### src/rtl/cls_pkg.sv
// Package for the connection lifecycle supervisor.
// Holds link state, action and verdict codes, configuration reset values and shared types.
// No dependencies.
`timescale 1ns / 1ps

package cls_pkg;

	// Link states.
	localparam logic [2:0] ST_INVALID = 3'd0;
	localparam logic [2:0] ST_OPENING = 3'd1;
	localparam logic [2:0] ST_OPENED  = 3'd2;
	localparam logic [2:0] ST_CLOSING = 3'd3;
	localparam logic [2:0] ST_CLOSED  = 3'd4;

	// Heartbeat phases.
	localparam logic [1:0] HB_NONE     = 2'd0;
	localparam logic [1:0] HB_CHECKING = 2'd1;
	localparam logic [1:0] HB_DONE     = 2'd2;

	// Requested actions.
	localparam logic [2:0] ACT_NONE  = 3'd0;
	localparam logic [2:0] ACT_OPEN  = 3'd1;
	localparam logic [2:0] ACT_HEART = 3'd2;
	localparam logic [2:0] ACT_CLOSE = 3'd3;
	localparam logic [2:0] ACT_ABORT = 3'd4;

	// Check verdicts.
	localparam logic [1:0] V_INVALID = 2'd0;
	localparam logic [1:0] V_SUCCESS = 2'd1;
	localparam logic [1:0] V_ABORT   = 2'd2;

	// Commands.
	localparam logic CMD_CHECK = 1'b0;
	localparam logic CMD_STEP  = 1'b1;

	// Configuration register indexes.
	localparam logic [2:0] REG_REOPEN_DELAY = 3'd0;
	localparam logic [2:0] REG_ABORT_TIMEOUT = 3'd1;
	localparam logic [2:0] REG_HB_INTERVAL = 3'd2;
	localparam logic [2:0] REG_AUTO_REOPEN = 3'd3;
	localparam logic [2:0] REG_HB_ON_OPEN = 3'd4;

	localparam int CFG_W = 31;
	localparam int NOW_W = 32;

	localparam logic [CFG_W-1:0] RST_REOPEN_DELAY = 31'd3000;
	localparam logic [CFG_W-1:0] RST_ABORT_TIMEOUT = 31'd30000;
	localparam logic [CFG_W-1:0] RST_HB_INTERVAL = 31'd10000;

	// Configuration register set.
	typedef struct packed {
		logic [CFG_W-1:0] reopen_delay;
		logic [CFG_W-1:0] abort_timeout;
		logic [CFG_W-1:0] heartbeat_interval;
		logic             auto_reopen;
		logic             heartbeat_on_open;
	} cfg_t;

	// Control state of the link, apart from the tick mark.
	typedef struct packed {
		logic [2:0] link_status;
		logic [1:0] hb_phase;
		logic       abort_pending;
		logic [7:0] busy;
	} ctl_t;

endpackage

### src/rtl/cls_step_logic.sv
// Next-state and result logic for one transaction of the lifecycle supervisor.
// Purely combinational; depends on cls_pkg.
`timescale 1ns / 1ps

module cls_step_logic #(
	parameter int TICK_WIDTH = 32
) (
	input  logic                    command,
	input  logic [TICK_WIDTH-1:0]   now,
	input  logic signed [7:0]       result,
	input  cls_pkg::cfg_t           cfg,
	input  cls_pkg::ctl_t           ctl,
	input  logic [TICK_WIDTH-1:0]   mark,
	output cls_pkg::ctl_t           ctl_next,
	output logic [TICK_WIDTH-1:0]   mark_next,
	output logic [1:0]              verdict,
	output logic [2:0]              action,
	output logic signed [7:0]       step_return
);
	import cls_pkg::*;

	localparam int CW = (TICK_WIDTH > CFG_W) ? TICK_WIDTH : CFG_W;

	logic [TICK_WIDTH-1:0] diff;
	logic [CW-1:0]         elapsed;
	logic [CW-1:0]         reopen_c;
	logic [CW-1:0]         abort_c;
	logic [CW-1:0]         hb_c;
	logic                  busy_zero;
	logic [7:0]            busy_up;
	logic [7:0]            busy_down;
	logic signed [7:0]     r_eff;
	logic                  r_pos;

	// Elapsed ticks since the mark; a negative distance counts as zero.
	assign diff = now - mark;
	assign elapsed = diff[TICK_WIDTH-1] ? '0 : CW'(diff);
	assign reopen_c = CW'(cfg.reopen_delay);
	assign abort_c = CW'(cfg.abort_timeout);
	assign hb_c = CW'(cfg.heartbeat_interval);

	// Saturating busy count neighbors.
	assign busy_zero = (ctl.busy == 8'd0);
	assign busy_up = (ctl.busy == 8'hFF) ? ctl.busy : ctl.busy + 8'd1;
	assign busy_down = busy_zero ? ctl.busy : ctl.busy - 8'd1;

	// A zero result is taken as success with value one.
	assign r_eff = (result == 8'sd0) ? 8'sd1 : result;
	assign r_pos = ~r_eff[7];

	always_comb begin
		ctl_next = ctl;
		mark_next = mark;
		verdict = V_INVALID;
		action = ACT_NONE;
		step_return = 8'sd0;
		if (command == CMD_CHECK) begin
			// Check transaction: timing rules and verdict.
			case (ctl.link_status)
				ST_INVALID: begin
					if (busy_zero && !(mark != '0 && elapsed < reopen_c)) begin
						mark_next = now;
						ctl_next.abort_pending = 1'b0;
						ctl_next.hb_phase = HB_CHECKING;
						ctl_next.busy = busy_up;
						verdict = V_SUCCESS;
					end
				end
				ST_OPENING, ST_OPENED: begin
					if (elapsed > abort_c) begin
						mark_next = now;
						ctl_next.abort_pending = 1'b1;
						verdict = V_ABORT;
					end else if (ctl.abort_pending || ctl.link_status == ST_OPENING) begin
						if (busy_zero) begin
							ctl_next.link_status = ST_CLOSING;
							ctl_next.busy = busy_up;
							verdict = V_SUCCESS;
						end
					end else if (!(elapsed < hb_c) && ctl.hb_phase == HB_NONE) begin
						ctl_next.hb_phase = HB_CHECKING;
						ctl_next.busy = busy_up;
						verdict = V_SUCCESS;
					end
				end
				ST_CLOSING: begin
					if (busy_zero) begin
						ctl_next.busy = busy_up;
						verdict = V_SUCCESS;
					end
				end
				ST_CLOSED: begin
					if (busy_zero) begin
						if (!cfg.auto_reopen) begin
							ctl_next.link_status = ST_INVALID;
							mark_next = now;
							ctl_next.abort_pending = 1'b0;
						end else begin
							ctl_next.busy = busy_up;
							verdict = V_SUCCESS;
						end
					end
				end
				default: begin
					verdict = V_INVALID;
				end
			endcase
		end else begin
			// Step transaction: advance on the result of the last action.
			step_return = r_eff;
			case (ctl.link_status)
				ST_INVALID, ST_OPENING, ST_OPENED: begin
					if (!r_pos) begin
						// A failure from any of these states aborts the link.
						action = ACT_ABORT;
						ctl_next.link_status = ST_CLOSING;
						ctl_next.busy = busy_down;
					end else if (ctl.link_status == ST_INVALID) begin
						ctl_next.link_status = ST_OPENING;
						action = ACT_OPEN;
						step_return = 8'sd0;
					end else if (ctl.link_status == ST_OPENING) begin
						mark_next = now;
						ctl_next.link_status = ST_OPENED;
						if (cfg.heartbeat_on_open) begin
							ctl_next.hb_phase = HB_DONE;
							action = ACT_HEART;
							step_return = 8'sd0;
						end else begin
							ctl_next.hb_phase = HB_NONE;
							ctl_next.busy = busy_down;
							step_return = 8'sd1;
						end
					end else if (ctl.hb_phase == HB_CHECKING) begin
						ctl_next.hb_phase = HB_DONE;
						action = ACT_HEART;
						step_return = 8'sd0;
					end else begin
						mark_next = now;
						ctl_next.hb_phase = HB_NONE;
						ctl_next.busy = busy_down;
					end
				end
				ST_CLOSING: begin
					ctl_next.link_status = ST_CLOSED;
					action = ACT_CLOSE;
					step_return = 8'sd0;
				end
				ST_CLOSED: begin
					ctl_next.busy = busy_down;
				end
				default: begin
					step_return = r_eff;
				end
			endcase
		end
	end

endmodule

### src/rtl/connection_lifecycle_supervisor.sv
// Top level of the connection lifecycle supervisor: handshakes, registers and assertions.
// Depends on cls_pkg and cls_step_logic.
//
//  channel  | signals                                         | handshake
//  ---------+-------------------------------------------------+--------------------
//  in       | command, now_tick, action_result                | in_valid / in_ready
//  out      | verdict, action, step_return, link_state, busy_res | out_valid / out_ready
//  cfg      | cfg_index, cfg_data                             | cfg_write, no wait
//
// Each transaction passes an input register and a result register; one transaction per cycle
// is sustained while the output is not stalled. The state update is one pass of the step logic,
// so the next transaction sees it at once. Reset clears link state and loads the
// configuration defaults. A stalled output holds its result; the input register still
// takes one transaction while the output waits.
`timescale 1ns / 1ps

module connection_lifecycle_supervisor #(
	parameter int TICK_WIDTH = 32
) (
	input  logic                            clk,
	input  logic                            arst_n,
	input  logic                            in_valid,
	output logic                            in_ready,
	input  logic                            command,
	input  logic [cls_pkg::NOW_W-1:0]       now_tick,
	input  logic signed [7:0]               action_result,
	output logic                            out_valid,
	input  logic                            out_ready,
	output logic [1:0]                      verdict,
	output logic [2:0]                      action,
	output logic signed [7:0]               step_return,
	output logic [2:0]                      link_state,
	output logic [7:0]                      busy_res,
	input  logic                            cfg_write,
	input  logic [2:0]                      cfg_index,
	input  logic [cls_pkg::CFG_W-1:0]       cfg_data
);
	import cls_pkg::*;

	cfg_t                  cfg_q;
	ctl_t                  ctl_q;
	ctl_t                  ctl_next;
	logic [TICK_WIDTH-1:0] mark_q;
	logic [TICK_WIDTH-1:0] mark_next;

	logic                  valid_s1;
	logic                  command_s1;
	logic [TICK_WIDTH-1:0] now_s1;
	logic signed [7:0]     result_s1;
	logic                  advance;

	logic [1:0]            verdict_c;
	logic [2:0]            action_c;
	logic signed [7:0]     return_c;

	logic                  out_valid_q;
	logic [1:0]            verdict_q;
	logic [2:0]            action_q;
	logic signed [7:0]     return_q;
	logic [2:0]            link_state_q;
	logic [7:0]            busy_q;

	// Result register moves when it is empty or being taken.
	assign advance = !out_valid_q || out_ready;
	assign in_ready = !valid_s1 || advance;

	// Configuration registers.
	always_ff @(posedge clk or negedge arst_n) begin
		if (!arst_n) begin
			cfg_q.reopen_delay <= RST_REOPEN_DELAY;
			cfg_q.abort_timeout <= RST_ABORT_TIMEOUT;
			cfg_q.heartbeat_interval <= RST_HB_INTERVAL;
			cfg_q.auto_reopen <= 1'b1;
			cfg_q.heartbeat_on_open <= 1'b0;
		end else if (cfg_write) begin
			case (cfg_index)
				REG_REOPEN_DELAY:  cfg_q.reopen_delay <= cfg_data;
				REG_ABORT_TIMEOUT: cfg_q.abort_timeout <= cfg_data;
				REG_HB_INTERVAL:   cfg_q.heartbeat_interval <= cfg_data;
				REG_AUTO_REOPEN:   cfg_q.auto_reopen <= cfg_data[0];
				REG_HB_ON_OPEN:    cfg_q.heartbeat_on_open <= cfg_data[0];
				default: begin
				end
			endcase
		end
	end

	// Input register.
	always_ff @(posedge clk or negedge arst_n) begin
		if (!arst_n) begin
			valid_s1 <= 1'b0;
		end else if (in_ready) begin
			valid_s1 <= in_valid;
		end
	end

	always_ff @(posedge clk) begin
		if (in_ready && in_valid) begin
			command_s1 <= command;
			now_s1 <= TICK_WIDTH'(now_tick);
			result_s1 <= action_result;
		end
	end

	// Step logic between the input register and the result register.
	cls_step_logic #(
		.TICK_WIDTH(TICK_WIDTH)
	) u_step (
		.command    (command_s1),
		.now        (now_s1),
		.result     (result_s1),
		.cfg        (cfg_q),
		.ctl        (ctl_q),
		.mark       (mark_q),
		.ctl_next   (ctl_next),
		.mark_next  (mark_next),
		.verdict    (verdict_c),
		.action     (action_c),
		.step_return(return_c)
	);

	// Link state, updated once per processed transaction.
	always_ff @(posedge clk or negedge arst_n) begin
		if (!arst_n) begin
			ctl_q.link_status <= ST_INVALID;
			ctl_q.hb_phase <= HB_NONE;
			ctl_q.abort_pending <= 1'b0;
			ctl_q.busy <= 8'd0;
			mark_q <= '0;
		end else if (valid_s1 && advance) begin
			ctl_q <= ctl_next;
			mark_q <= mark_next;
		end
	end

	// Result register.
	always_ff @(posedge clk or negedge arst_n) begin
		if (!arst_n) begin
			out_valid_q <= 1'b0;
		end else if (advance) begin
			out_valid_q <= valid_s1;
		end
	end

	always_ff @(posedge clk) begin
		if (valid_s1 && advance) begin
			verdict_q <= verdict_c;
			action_q <= action_c;
			return_q <= return_c;
			link_state_q <= ctl_next.link_status;
			busy_q <= ctl_next.busy;
		end
	end

	assign out_valid = out_valid_q;
	assign verdict = verdict_q;
	assign action = action_q;
	assign step_return = return_q;
	assign link_state = link_state_q;
	assign busy_res = busy_q;

`ifndef SYNTHESIS
	// A check transaction never requests an action.
	a_check_no_action: assert property (@(posedge clk) disable iff (!arst_n)
		(out_valid_q && verdict_q != V_INVALID) |-> (action_q == ACT_NONE && return_q == 8'sd0))
		else $error("check result carries an action");

	// The busy count moves by at most one per cycle.
	a_busy_step: assert property (@(posedge clk) disable iff (!arst_n)
		(ctl_q.busy == $past(ctl_q.busy)) || (ctl_q.busy == $past(ctl_q.busy) + 8'd1)
		|| (ctl_q.busy == $past(ctl_q.busy) - 8'd1))
		else $error("busy count jumped");

	// While a result waits, the held state matches the reported state.
	a_state_match: assert property (@(posedge clk) disable iff (!arst_n)
		(out_valid_q && !out_ready) |-> (ctl_q.link_status == link_state_q && ctl_q.busy == busy_q))
		else $error("held result disagrees with link state");
`endif

endmodule

### config.mk
export PLATFORM = sky130hd
export DESIGN_NAME = connection_lifecycle_supervisor
export DESIGN_NICKNAME = d
export VERILOG_FILES = /design/src/rtl/cls_pkg.sv /design/src/rtl/cls_step_logic.sv /design/src/rtl/connection_lifecycle_supervisor.sv
export SDC_FILE = /design/constraint.sdc
export NUM_CORES = 1
export LEC_CHECK = 0
export ABC_AREA = 1
export BUFFER_PORTS_ARGS = -buffer_cell sky130_fd_sc_hd__clkbuf_2
export CAP_MARGIN = 20
export CORE_MARGIN = 2
export CORE_UTILIZATION = 55
export CTS_CLUSTER_DIAMETER = 200
export DETAILED_ROUTE_END_ITERATION = 10
export PLACE_DENSITY = 0.77
export SYNTH_ARGS = -nofsm -noshare
export SYNTH_HDL_FRONTEND = slang
export SYNTH_SLANG_ARGS = --single-unit
### constraint.sdc
create_clock -name clk -period 4.4 [get_ports clk]
set_clock_uncertainty 0.1 [all_clocks]
set_input_delay 0.44 -clock clk [delete_from_list [all_inputs] [get_ports clk]]
set_output_delay 0.44 -clock clk [all_outputs]
set_load 0.005 [all_outputs]
Word-level counts from Yosys, hierarchy flattened. Index checks and enable logic that the tools add are counted.

Register bits: 208. Input port bits: 80. Output and inout port bits: 26. Word-level logic and storage cells: 155.

Add/sub/neg operators: 3. $lt $le $gt $ge: 3. Equal/unequal tests: 24. Multiplexer cells: 73. Bitwise logic cells: 1. Reductions and logical operators: 31.

Operators with widths (number): two-way mux 32 bit (10); two-way mux 8 bit (17); one-hot mux 32 bit (3 select lines) (1); < comparator 32 x 31 -> 1 bit (2); greater-than comparator 32 x 31 -> 1 bit (1); one-hot mux 8 bit (2 select lines) (2); one-hot mux 8 bit (4 select lines) (1); nonzero test 32 bit (1); subtractor 32 bit (1); two-way mux 31 bit (1); two-way mux 3 bit (10); two-way mux 2 bit (12); one-hot mux 3 bit (2 select lines) (3); logical NOT 8 bit (2); == test 3 x 2 -> 1 bit, second input constant (4); inequality test 3 x 2 -> 1 bit, second input constant (4); two-way mux 11 bit (1); two-way mux 5 bit (2); AND reduction 10 bit (1); AND reduction 2 bit (5); two-way mux 9 bit (1); inequality test 3 bit, second input constant (3); AND reduction 9 bit (1); adder 8 x 1 -> 8 bit, second input constant (1); 23 further kinds (48).

Depth between registers and ports, before layout. Gate-level depths: netlist of run 1.

Depth after elaboration: 10. Gate-level depth with buffers: 39.

Hierarchy. A second synthesis of run 1 with hierarchy kept.

Cell total of the unflattened synthesis: 2264. Area total of the unflattened synthesis: 15802.7 um^2.

By module, submodules not included: cls_step_logic (instances 1, cells each 1565, area each 8085.3 um^2); connection_lifecycle_supervisor (instances 1, cells each 699, area each 7717.4 um^2).

Worst setup path after synthesis of run 1. No wires, ideal clock.

Kind: reg-to-reg. Start: reg mark_q[0]. End: reg busy_q[7], in the netlist busy_res[7] (data pin). Data arrival time: 4.045 ns. Data required time: 4.041 ns. Path slack: -0.005 ns. Cell stages (with the launch flop): 31. Buffers on the path: 0. Clock period less this slack: 4.405 ns. Path through: dfrtp_1 -> ha_1 -> fa_1 -> nor2_1 -> a211oi_1 -> o21ai_0 -> nand2_1 -> nand2_1 -> a21oi_1 -> inv_1 -> a21oi_1 -> o21ai_0 -> a21boi_0 -> o21ai_0 -> xnor2_1 -> nor2_1 -> ha_1 -> nand2_1 -> inv_1 -> nand2_1 -> a21oi_1 -> a2111oi_0 -> nand2_2 -> nand2_2 -> nand2_1 -> o21ai_1 -> nand2_1 -> nand2_1 -> nand2_1 -> nand2_1 -> nand2_1.

RTL lines: start: declaration (RTL line connection_lifecycle_supervisor.sv:43) `logic [TICK_WIDTH-1:0] mark_q;`; start signal: assignment (RTL line connection_lifecycle_supervisor.sv:132) `mark_q <= mark_next;`; end signal: assignment (RTL line connection_lifecycle_supervisor.sv:151) `busy_q <= ctl_next.busy;`; end: declaration (RTL line connection_lifecycle_supervisor.sv:61) `logic [7:0] busy_q;`.

==> results of run 1 <==
-- synthesized netlist by cell type (5+ instances only) --
library cell / n / area [µm²]
edfxtp_1: 65 / 1950
nand2_1: 362 / 1360
o21ai_0: 143 / 716
a211oi_1: 10 / 75.1
ha_1: 121 / 1510
nor3_1: 15 / 75.1
a21oi_2: 31 / 272
nand4_1: 15 / 93.8
nor2_1: 88 / 330
nor2_2: 29 / 181
nor4_1: 14 / 87.6
xor2_1: 12 / 105
inv_1: 253 / 950
a31oi_1: 10 / 62.6
buf_6: 7 / 78.8
dfstp_2: 20 / 526
nand2_2: 13 / 81.3
clkbuf_1: 29 / 109
inv_2: 5 / 18.8
xnor2_1: 13 / 114
dfrtp_1: 123 / 3080
nand2_4: 6 / 67.6
a21oi_1: 83 / 415
nand3_1: 53 / 265
-- per-stage QoR --
step | setup slack (ns) | instances
final | -0.360 | 2213
after CTS | -0.320 | 2199
after global routing | -0.611 | 2213
after global placement | -0.329 | 2109
after floorplan | 0.0289 | 1584
after detailed placement | -0.550 | 2110
-- worst max-delay path by stage --
| stage | startpoint | end | slack [ns] |
|---|---|---|---|
| detailed placement | now_s1[0] | busy_res[6] | -0.55 |
| floorplan | mark_q[0] | busy_res[6] | 0.03 |
| global placement | now_s1[0] | busy_res[6] | -0.33 |
| finish | now_s1[2] | busy_res[6] | -0.36 |
| global route | now_s1[2] | busy_res[6] | -0.61 |
| CTS | now_s1[0] | busy_res[6] | -0.32 |
-- logic make-up (layout without fill, tap and decap cells) --
group / after synthesis / count (layout) / share of synthesized area
flops: 208 / 208 / 0.424
fa+ha+maj: 122 / 122 / 0.117
mux: 1 / 1 / 0.00114
compound gates: 317 / 317 / 0.145
buf+inv: 299 / 609 / 0.0899
xor+xnor: 25 / 25 / 0.0167
simple gates: 612 / 612 / 0.207
-- power by group through the flow --
stage / combinational (mW) / sequential [mW] / clock [mW]
2_1_floorplan: 5.01 / 2.76 / 0
3_3_place_gp: 7.35 / 2.87 / 0
3_5_place_dp: 7.59 / 2.89 / 0
4_1_cts: 8.14 / 2.86 / 1.87
5_1_grt: 10.1 / 2.93 / 1.95
6_report: 9.09 / 2.88 / 1.84
-- registers in the layout, indices dropped and copies added, names as in the netlist, 2 cells and up --
| name | cells |
|---|---|
| verdict | 2 |
| cfg_q | 95 |
| link_state | 3 |
| step_return | 8 |
| ctl_q | 14 |
| busy_res | 8 |
| now_s1 | 32 |
| action | 3 |
| mark_q | 32 |
| result_s1 | 8 |
-- placed cells by master, fill, tap and decap left out, types with 16 or more instances in the layout --
master and count:
o21ai_0 134, nor2_4 23, buf_4 146, edfxtp_1 65, inv_1 249, nand2_1 347
nand2_2 18, ha_1 117, a21oi_1 75, dlygate4sd3_1 39, clkbuf_16 27, dfrtp_1 123
nand2_4 16, nand3_1 45, nor2_2 21, dfstp_2 20, a21oi_2 39, clkbuf_2 104
nor2_1 75
-- per-layer routing --
metal  global-route usage  share of wire  vias up
met5                    0              0        -
met4               0.0811          0.025        0
met3               0.0389          0.055       64
met2                0.484           0.49      366
met1                0.368           0.43     5542
li1                     -              -     5820
-- final cells by class --
cell class	count	area share
Clock inverter	14	0.00734
Tap cell	319	0.0236
Sequential cell	208	0.329
Clock buffer	28	0.0352
Timing Repair Buffer	309	0.140
Multi-Input combinational cell	1077	0.407
Inverter	258	0.0578
-- critical path, delay by kind of cell, from the launching register on --
kind                     cells  cell delay (ns)
flip-flops                   1             0.40
AND/OR/NAND/NOR             18             2.10
adder cells (fa/ha/maj)      2             0.61
AO/OA/AOI/OAI                6             0.86
buffers and inverters        3             0.40
-- repair_timing --
action	4_1_cts	5_1_grt
hold buffers	39	0
setup endpoints to repair	57	57
pin swaps	32	43
setup buffers	7	12
endpoints found under the hold margin	90	0
gates cloned	1	4
gates resized for setup	58	77
==> flow_summary.toml, run 1 <==
[logic_synthesis]
async_reset_ff_frac = 0.688
synth_area_um2 = 13100
ys_dominant_reg_cell = "dfrtp_1"
post_synth_inst_count = 1584
seq_area_frac_synth = 0.424
synth-warning-count = 0
synthesis.area_per_instance_um2 = 8.28
synth_edf_count = 65
post_synth_num_cell_types = 61
ys_seq_elements = 208
mappedNetlistNets = 1786

[floorplanning]
fp.dieW_um = 158
fp-row-count = 56
io_pins = 106
fp.dieArea_um2 = 25100
start_util = 0.559
core_area_um2 = 23500
die_height_um = 158

[pwr]
comb_power_share = 0.658
internal_power_mw = 7.53
vdd.ir_drop.worst_mv = 0.444
relative_contribution_of_sequential_cells_to_total_power = 0.208
pwr-share-clk = 0.133
netSwitchingFraction = 0.454
power-per-cell-area_nw_per_um2 = 818
cellLeakagePower_nw = 8.43
total_power_mw = 13.8
p_switching_mw = 6.27

[clock_network]
cts.htree.levels = 1
insertion_delay_ns = 0.54
clock_sinks = 208
clock_tree.root_cell = "clkbuf_16"
tritoncts = "yes"
clk_transition_reported_paths_ns = 0.06
cts-buffers-inserted = 23
clock_tree.buffer_depth = 3

[sta]
maxSlewViolCount = 0
hold_violations = 0
rsz0062_at_grt = "yes"
worst_slew_pin_slew_ns = 0.988
setup_viol = 57
fin_crit_sh = 1.08
final_critical_path_setup_slack_ns = -0.360
holdWs_ns = 0.0243
tns_ns = -16.56
slew-limit-headroom = 0.341
finalCriticalPeriod_ns = 4.76
max_freq_mhz = 210

[global_routing]
globalRouteTotalUtil = 0.280
grt_start_max_net_pins = 73
grt_first_pass_wirelength_um = 56200
grt_pass1_vias = 11700
global_route.overflow_total = 0
number_of_antenna_violations_at_the_first_check_in_global_routing = 0

[finish]
n_antenna_cell = 0
fillcell_total = 1754
layout.cell_area.non_filler_um2 = 16900
synthToLayoutAreaGrowth_pct = 28.7
finalCoreUtilization = 0.719
multi_input_area_um2 = 6870
seq_area_um2 = 5560
layout-drive-gt1-share = 0.264
fin_nets = 2079

[place]
gp_congestion = 0.936
place_hpwl_um = 24400
area_after_detailed_placement_um2 = 15000
port_buffers = 105

[routing]
routed_wl_um = 35100
drtIter0Drc = 868
total_drc_errors_in_the_routed_layout = 0
antenna_violating_nets_post_route = 0
drt_first_pass_iters = 5
via_per_inst = 5.33
routed_wire_length_per_instance_um = 15.9
route.vias.total = 11800

[min_path]
min_path_type = "primary input to register"
min_delay_path_depth = 1
hold_path_startpoint = "now_tick[16]"
whs_endpoint = "now_s1[16]"

[setup_path]
critical_path_class = "register to register"
ff2ff_path_depth = 29
critPathArrivalTime_ns = 4.93
slowest_stage_delay_on_critical_path_ns = 0.40
crit_fanout = 7
worstSetupEndpointType = "register"
data_required_time_at_the_worst_endpoint_ns = 4.57
regToRegStartpoint = "now_s1[2]"
cp_common_cell = "nand2_1"
crit_slowest_cell = "edfxtp_1"
worst-r2r-setup-slack_ns = -0.36
worst_r2r_endpoint = "busy_res[6]"
worstSetupStartpointType = "register"

[run_status]
status = "finished, violations left"
violations = "negative setup slack"

[run]
max-cap-violations = 0
Note: power is estimated with default switching activity, not from simulation.
==> inputs of run 2 (changes only) <==
--- a/config.mk
+++ b/config.mk
@@ -8,11 +8,12 @@
 export ABC_AREA = 1
 export BUFFER_PORTS_ARGS = -buffer_cell sky130_fd_sc_hd__clkbuf_2
 export CAP_MARGIN = 20
-export CORE_MARGIN = 2
-export CORE_UTILIZATION = 55
+export CORE_MARGIN = 1.5
+export CORE_UTILIZATION = 54
 export CTS_CLUSTER_DIAMETER = 200
 export DETAILED_ROUTE_END_ITERATION = 10
-export PLACE_DENSITY = 0.77
+export PLACE_DENSITY = 0.75
 export SYNTH_ARGS = -nofsm -noshare
 export SYNTH_HDL_FRONTEND = slang
+export SYNTH_HIERARCHICAL = 1
 export SYNTH_SLANG_ARGS = --single-unit
==> run 2 against run 1 <==
Against the previous run:
- the flow still finishes with violations (negative setup slack)
- worst setup slack worse by 0.54 ns
- final area is 20% higher
- combinational power is 17% higher
- synthesized area is 20% higher
- sequential cell count stayed put
- clock power is 11% higher
- global-route usage is 4.2 points higher
- utilization is 1.3 points lower
- critical path type unchanged
- largest cell class unchanged
==> flow_summary.toml, run 2 <==
[run_status]
status = "finished, violations left"
violations = "negative setup slack"

[logic_synthesis]
ys_dominant_reg_cell = "dfrtp_1"
synth_edf_count = 65
mappedNetlistNets = 2455
seq_area_frac_synth = 0.352
synth_commonest_cells = "nand2_1, inv_1, nand3_1"
synth_top_area_frac = 0.195
post_synth_num_cell_types = 56
synthTopCellsByArea = "dfrtp_1, nand2_1, edfxtp_1, ha_1, inv_1"
synthesis.area_per_instance_um2 = 6.98
synth_top_area_cell = "dfrtp_1"
ys_seq_elements = 208
synth_area_um2 = 15800
synth-warning-count = 6
async_reset_ff_frac = 0.688
yosys.cell_count.top_type = "nand2_1"
post_synth_inst_count = 2264

[floorplanning]
io_pins = 106
fp-row-count = 62
fp.dieArea_um2 = 30300
die_height_um = 174
fp.dieW_um = 174
core_area_um2 = 28800
start_util = 0.549

[sta]
slew-limit-headroom = 0.320
setup_viol = 57
rsz0062_at_grt = "yes"
max_freq_mhz = 188
final_critical_path_setup_slack_ns = -0.905
finalCriticalPeriod_ns = 5.31
worst_slew_pin_slew_ns = 1.02
hold_violations = 0
fin_crit_sh = 1.21
maxSlewViolCount = 0

[global_routing]
grt_start_max_net_pins = 88
globalRouteTotalUtil = 0.321
grt_first_pass_wirelength_um = 79700
grt_pass1_vias = 16100
number_of_antenna_violations_at_the_first_check_in_global_routing = 1
global_route.overflow_total = 0

[setup_path]
crit_fanout = 8
critical_path_class = "register to register"
data_required_time_at_the_worst_endpoint_ns = 4.75
worstSetupStartpointType = "register"
cp_common_cell = "nand2_1"
critPathArrivalTime_ns = 5.65
crit_slowest_cell = "edfxtp_1"
worstSetupEndpointType = "register"
slowest_stage_delay_on_critical_path_ns = 0.48

[pwr]
power-per-cell-area_nw_per_um2 = 765
cellLeakagePower_nw = 10.6
total_power_mw = 15.5
vdd.ir_drop.worst_mv = 0.513

[routing]
via_per_inst = 5.59
antenna_violating_nets_post_route = 0
routed_wl_um = 50400
route.vias.total = 16800
routed_wire_length_per_instance_um = 16.8
drt_first_pass_iters = 7
total_drc_errors_in_the_routed_layout = 0
drtIter0Drc = 1827

[clock_network]
clock_tree.root_cell = "clkbuf_16"
tritoncts = "yes"
clock_tree.buffer_depth = 3
insertion_delay_ns = 0.53
clock_sinks = 208
cts-buffers-inserted = 25
cts.htree.levels = 1
clk_transition_reported_paths_ns = 0.06

[finish]
layout-drive-gt1-share = 0.227
synthToLayoutAreaGrowth_pct = 28.5
fin_nets = 2794
reg.largest.list = "cfg_q: 95 flops, mark_q: 32 flops, now_s1: 32 flops"
fillcell_total = 2261
max_flop_register = "cfg_q"
multi_input_area_um2 = 9180
mostFrequentLayoutCells = "nand2_1, inv_1, buf_4"
layout.cell_area.non_filler_um2 = 20300
mostFrequentLayoutCell = "nand2_1"
largest_register_ff_count = 95
seq_area_um2 = 5560
final_cells = 3006

[place]
area_after_detailed_placement_um2 = 18100
dpl.cell_count = 2892
gp_congestion = 0.950
port_buffers = 105
place_hpwl_um = 33100

[run]
max-cap-violations = 0

[min_path]
min_path_type = "primary input to register"
## run 2: changes by cell type in the layout (fill, tap and decap cells not counted), sizes merged, moves of 7 or more
| cell | before | now |
|---|---|---|
| o21bai | 4 | 11 |
| ha | 121 | 110 |
| inv | 259 | 330 |
| o211ai | 4 | 13 |
| nand4 | 16 | 64 |
| buf | 162 | 265 |
| nand2 | 381 | 685 |
| nand3 | 58 | 205 |
| nor2 | 119 | 163 |
## run 2: final cells by class
cell class	count	area share
timing repair buffer	407	0.150
tap	384	0.0237
antenna	1	0.000123
multi-input combinational	1628	0.452
inverter	333	0.0617
clock inverter	8	0.00480
clock buffer	37	0.0345
sequential	208	0.273
## run 2: metal layers
metal | part of all wire | global-route usage | vias up | wire (µm)
li1 | - | - | 8068 | -
met1 | 0.40 | 0.407 | 7788 | 20300
met2 | 0.48 | 0.563 | 797 | 24300
met3 | 0.075 | 0.0341 | 162 | 3810
met4 | 0.041 | 0.128 | 0 | 2040
met5 | 0 | 0 | - | 0
## run 2: cell families after synthesis
family | after synthesis | share of synthesized area
simple gates | 1156 | 0.316
compound gates | 335 | 0.117
buf+inv | 428 | 0.112
xor+xnor | 26 | 0.0144
flops | 208 | 0.352
fa+ha+maj | 111 | 0.0884
## run 2: critical path: cells and delay by family, from the launching register on
| family | cells | cell delay (ns) |
|---|---|---|
| AOI/OAI and AO/OA | 9 | 1.35 |
| DFF | 1 | 0.48 |
| xor gates and xnor gates | 1 | 0.15 |
| adders and majority gates | 2 | 0.71 |
| and+or+nand+nor | 17 | 1.93 |
| buffers and inverters | 4 | 0.46 |
## run 2: final timing paths
kind	slack (ns)	depth (start not counted)	to	from
hold reg to reg	0.36	2	cfg_q[37]	cfg_q[37]
setup / recovery	-0.91	33	mark_q[11]	now_s1[1]
hold / removal	0.04	3	cfg_q[10]	cfg_data[8]
max in group asynchronous	2.69	3	cfg_q[12]	arst_n
setup reg to reg	-0.91	33	mark_q[11]	now_s1[1]
min in group asynchronous	0.49	2	mark_q[7]	arst_n
## run 2: timing repair
action                     4_1_cts  5_1_grt
hold buffers                    37        0
setup endpoints to repair       57       57
hold endpoints to repair       116        0
resized for setup               72       82
buffers inserted                14       17
pin swaps                       85       80
gates cloned                     1        1
## run 2: report_power, final
part / internal [mW] / switching [mW]
sequential: 2.51 / 0.376
clock: 1.22 / 0.832
combinational: 4.38 / 6.21
## run 2: metrics by stage
stage	TNS (ns)	setup WS (ns)	hold slack, ns	util
2_1_floorplan	-23.55	-0.470	0.0444	-
3_3_place_gp	-46.73	-0.903	0.353	0.630
3_5_place_dp	-54.08	-1.05	0.353	0.631
4_1_cts	-32.02	-0.612	0.0184	0.687
5_1_grt	-61.43	-1.17	0.0203	0.706
6_report	-45.32	-0.905	0.0356	0.706
==> inputs of run 3 (changes only) <==
--- a/config.mk
+++ b/config.mk
@@ -13,6 +13,7 @@
 export CTS_CLUSTER_DIAMETER = 200
 export DETAILED_ROUTE_END_ITERATION = 10
 export PLACE_DENSITY = 0.75
+export SKIP_LAST_GASP = 1
 export SYNTH_ARGS = -nofsm -noshare
 export SYNTH_HDL_FRONTEND = slang
 export SYNTH_HIERARCHICAL = 1
==> run 3 against run 2 <==
Against the previous run:
- the run still ends with negative setup slack left
- routed wire length increased by 0.29%
- register-to-register slack about the same
- power about the same
- maximum frequency increased by 0.25%
- global-route usage about the same
- clock-buffer cell count unchanged
- die area unchanged
- first-iteration DRC count increased by 8.2%
- sequential cell count unchanged
- clock power about the same
- cell count unchanged
- worst setup slack improved by 0.013 ns
- critical path type unchanged
- critical endpoint unchanged
==> flow_summary.toml, run 3 (same netlist as run 2, synthesis figures left out) <==
[finish]
finalCoreUtilization = 0.705
final_cells = 3006
largest_register_ff_count = 95
fin_nets = 2794
layout-drive-gt1-share = 0.225
mostFrequentLayoutCells = "nand2_1, inv_1, buf_4"
mostFrequentLayoutCell = "nand2_1"
synthToLayoutAreaGrowth_pct = 28.5
fillcell_total = 2264
max_flop_register = "cfg_q"
layout.cell_area.non_filler_um2 = 20300
reg.largest.list = "cfg_q: 95 flops, mark_q: 32 flops, now_s1: 32 flops"

[setup_path]
worstSetupEndpointType = "register"
worstSetupStartpointType = "register"
cpLargestDelayFamily = "simple AND/OR/NAND/NOR gates"
cp_common_cell = "nand2_1"
crit_slowest_cell = "edfxtp_1"
crit_fanout = 8
data_required_time_at_the_worst_endpoint_ns = 4.75
cp.buffers_inverters = 4
slowest_stage_delay_on_critical_path_ns = 0.49
critical_path_class = "register to register"
critPathArrivalTime_ns = 5.64

[global_routing]
grt_start_max_net_pins = 88
number_of_antenna_violations_at_the_first_check_in_global_routing = 1
grt_first_pass_wirelength_um = 79600
grt_pass1_vias = 16100
globalRouteTotalUtil = 0.321
global_route.overflow_total = 0

[pwr]
p_switching_mw = 7.42
cellLeakagePower_nw = 10.6
relative_contribution_of_sequential_cells_to_total_power = 0.186
vdd.ir_drop.worst_mv = 0.509
netSwitchingFraction = 0.478
comb_power_share = 0.682
power-per-cell-area_nw_per_um2 = 765
total_power_mw = 15.5
pwr-share-clk = 0.132
internal_power_mw = 8.11

[routing]
met1Wirelength_um = 20300
routed_wire_length_per_instance_um = 16.8
drtIter0Drc = 1977
antenna_violating_nets_post_route = 0
via_per_inst = 5.59
routed_wl_um = 50600
route.vias.total = 16800
highest-signal-layer = "met4"
total_drc_errors_in_the_routed_layout = 0
met3_wirelength_um = 3910
detailroute.wirelength.met2_um = 24300
drt_first_pass_iters = 9

[floorplanning]
io_pins = 106
die_height_um = 174
fp-row-count = 62
fp.dieArea_um2 = 30300
core_area_um2 = 28800
start_util = 0.549
fp.dieW_um = 174

[clock_network]
cts.htree.levels = 1
tritoncts = "yes"
clock_tree.buffer_depth = 3
clock_sinks = 208
clock_tree.root_cell = "clkbuf_16"
insertion_delay_ns = 0.53
clk_transition_reported_paths_ns = 0.06
cts-buffers-inserted = 25

[run_status]
status = "finished, violations left"
violations = "negative setup slack"

[sta]
maxSlewViolCount = 0
tns_ns = -45.50
holdWs_ns = 0.0346
max_freq_mhz = 189
setup_viol = 57
hold_violations = 0
rsz0062_at_grt = "yes"
worst_slew_pin_slew_ns = 1.01
finalCriticalPeriod_ns = 5.29
fin_crit_sh = 1.20
slew-limit-headroom = 0.328
final_critical_path_setup_slack_ns = -0.892

[run]
max-cap-violations = 0

[place]
port_buffers = 105
place_hpwl_um = 33100
gp_congestion = 0.950
area_after_detailed_placement_um2 = 18100
post-place-ws_ns = -1.05
dpl.cell_count = 2892

[min_path]
min_path_type = "primary input to register"
run 3: cell counts in the layout (fill, tap and decap cells not counted):
No cell type changed its count.
run 3: path summary, 6_finish.rpt:
kind                        startpoint          to  slack, ns  cells after the start
setup / recovery             now_s1[1]  mark_q[11]      -0.89                     33
hold / removal             cfg_data[8]   cfg_q[10]       0.03                      3
setup reg to reg             now_s1[1]  mark_q[11]      -0.89                     33
hold reg to reg              cfg_q[37]   cfg_q[37]       0.36                      2
max in group asynchronous       arst_n   cfg_q[12]       2.70                      3
min in group asynchronous       arst_n   mark_q[7]       0.49                      2
run 3: what timing repair did:
item                                    4_1_cts  5_1_grt
endpoints found under the setup margin       57       57
resized for setup                            71       79
buffers inserted                             14       17
hold buffers                                 37        0
pin swaps                                    85       79
hold endpoints to repair                    116        0
cloned                                        1        1
run 3: final cells by class:
type | count | area, µm² | share of cell area
sequential | 208 | 5560 | 0.274
tap | 384 | 480 | 0.0237
timing repair buffer | 407 | 3040 | 0.150
clock inverter | 8 | 97.6 | 0.00481
clock buffer | 37 | 701 | 0.0345
antenna | 1 | 2.50 | 0.000123
inverter | 333 | 1250 | 0.0617
multi-input combinational | 1628 | 9170 | 0.452
run 3: power by group through the flow:
stage / sequential, mW / clock, mW / combinational, mW
after floorplan: 2.81 / 0 / 5.82
after global placement: 2.88 / 0 / 8.73
after detailed placement: 2.89 / 0 / 8.99
after CTS: 2.87 / 2.07 / 9.65
after global routing: 2.95 / 2.14 / 11.6
final: 2.89 / 2.05 / 10.6
run 3: per-layer routing:
metal  GRT usage  vias up
met1       0.407     7739
met2       0.562      850
met3      0.0341      150
li1            -     8073
met5           0        -
met4       0.128        0
run 3: worst min-delay path, stage by stage:
cell,delay [ns]
clkbuf_2,0.10
nand3_1,0.07
nand2_1,0.05
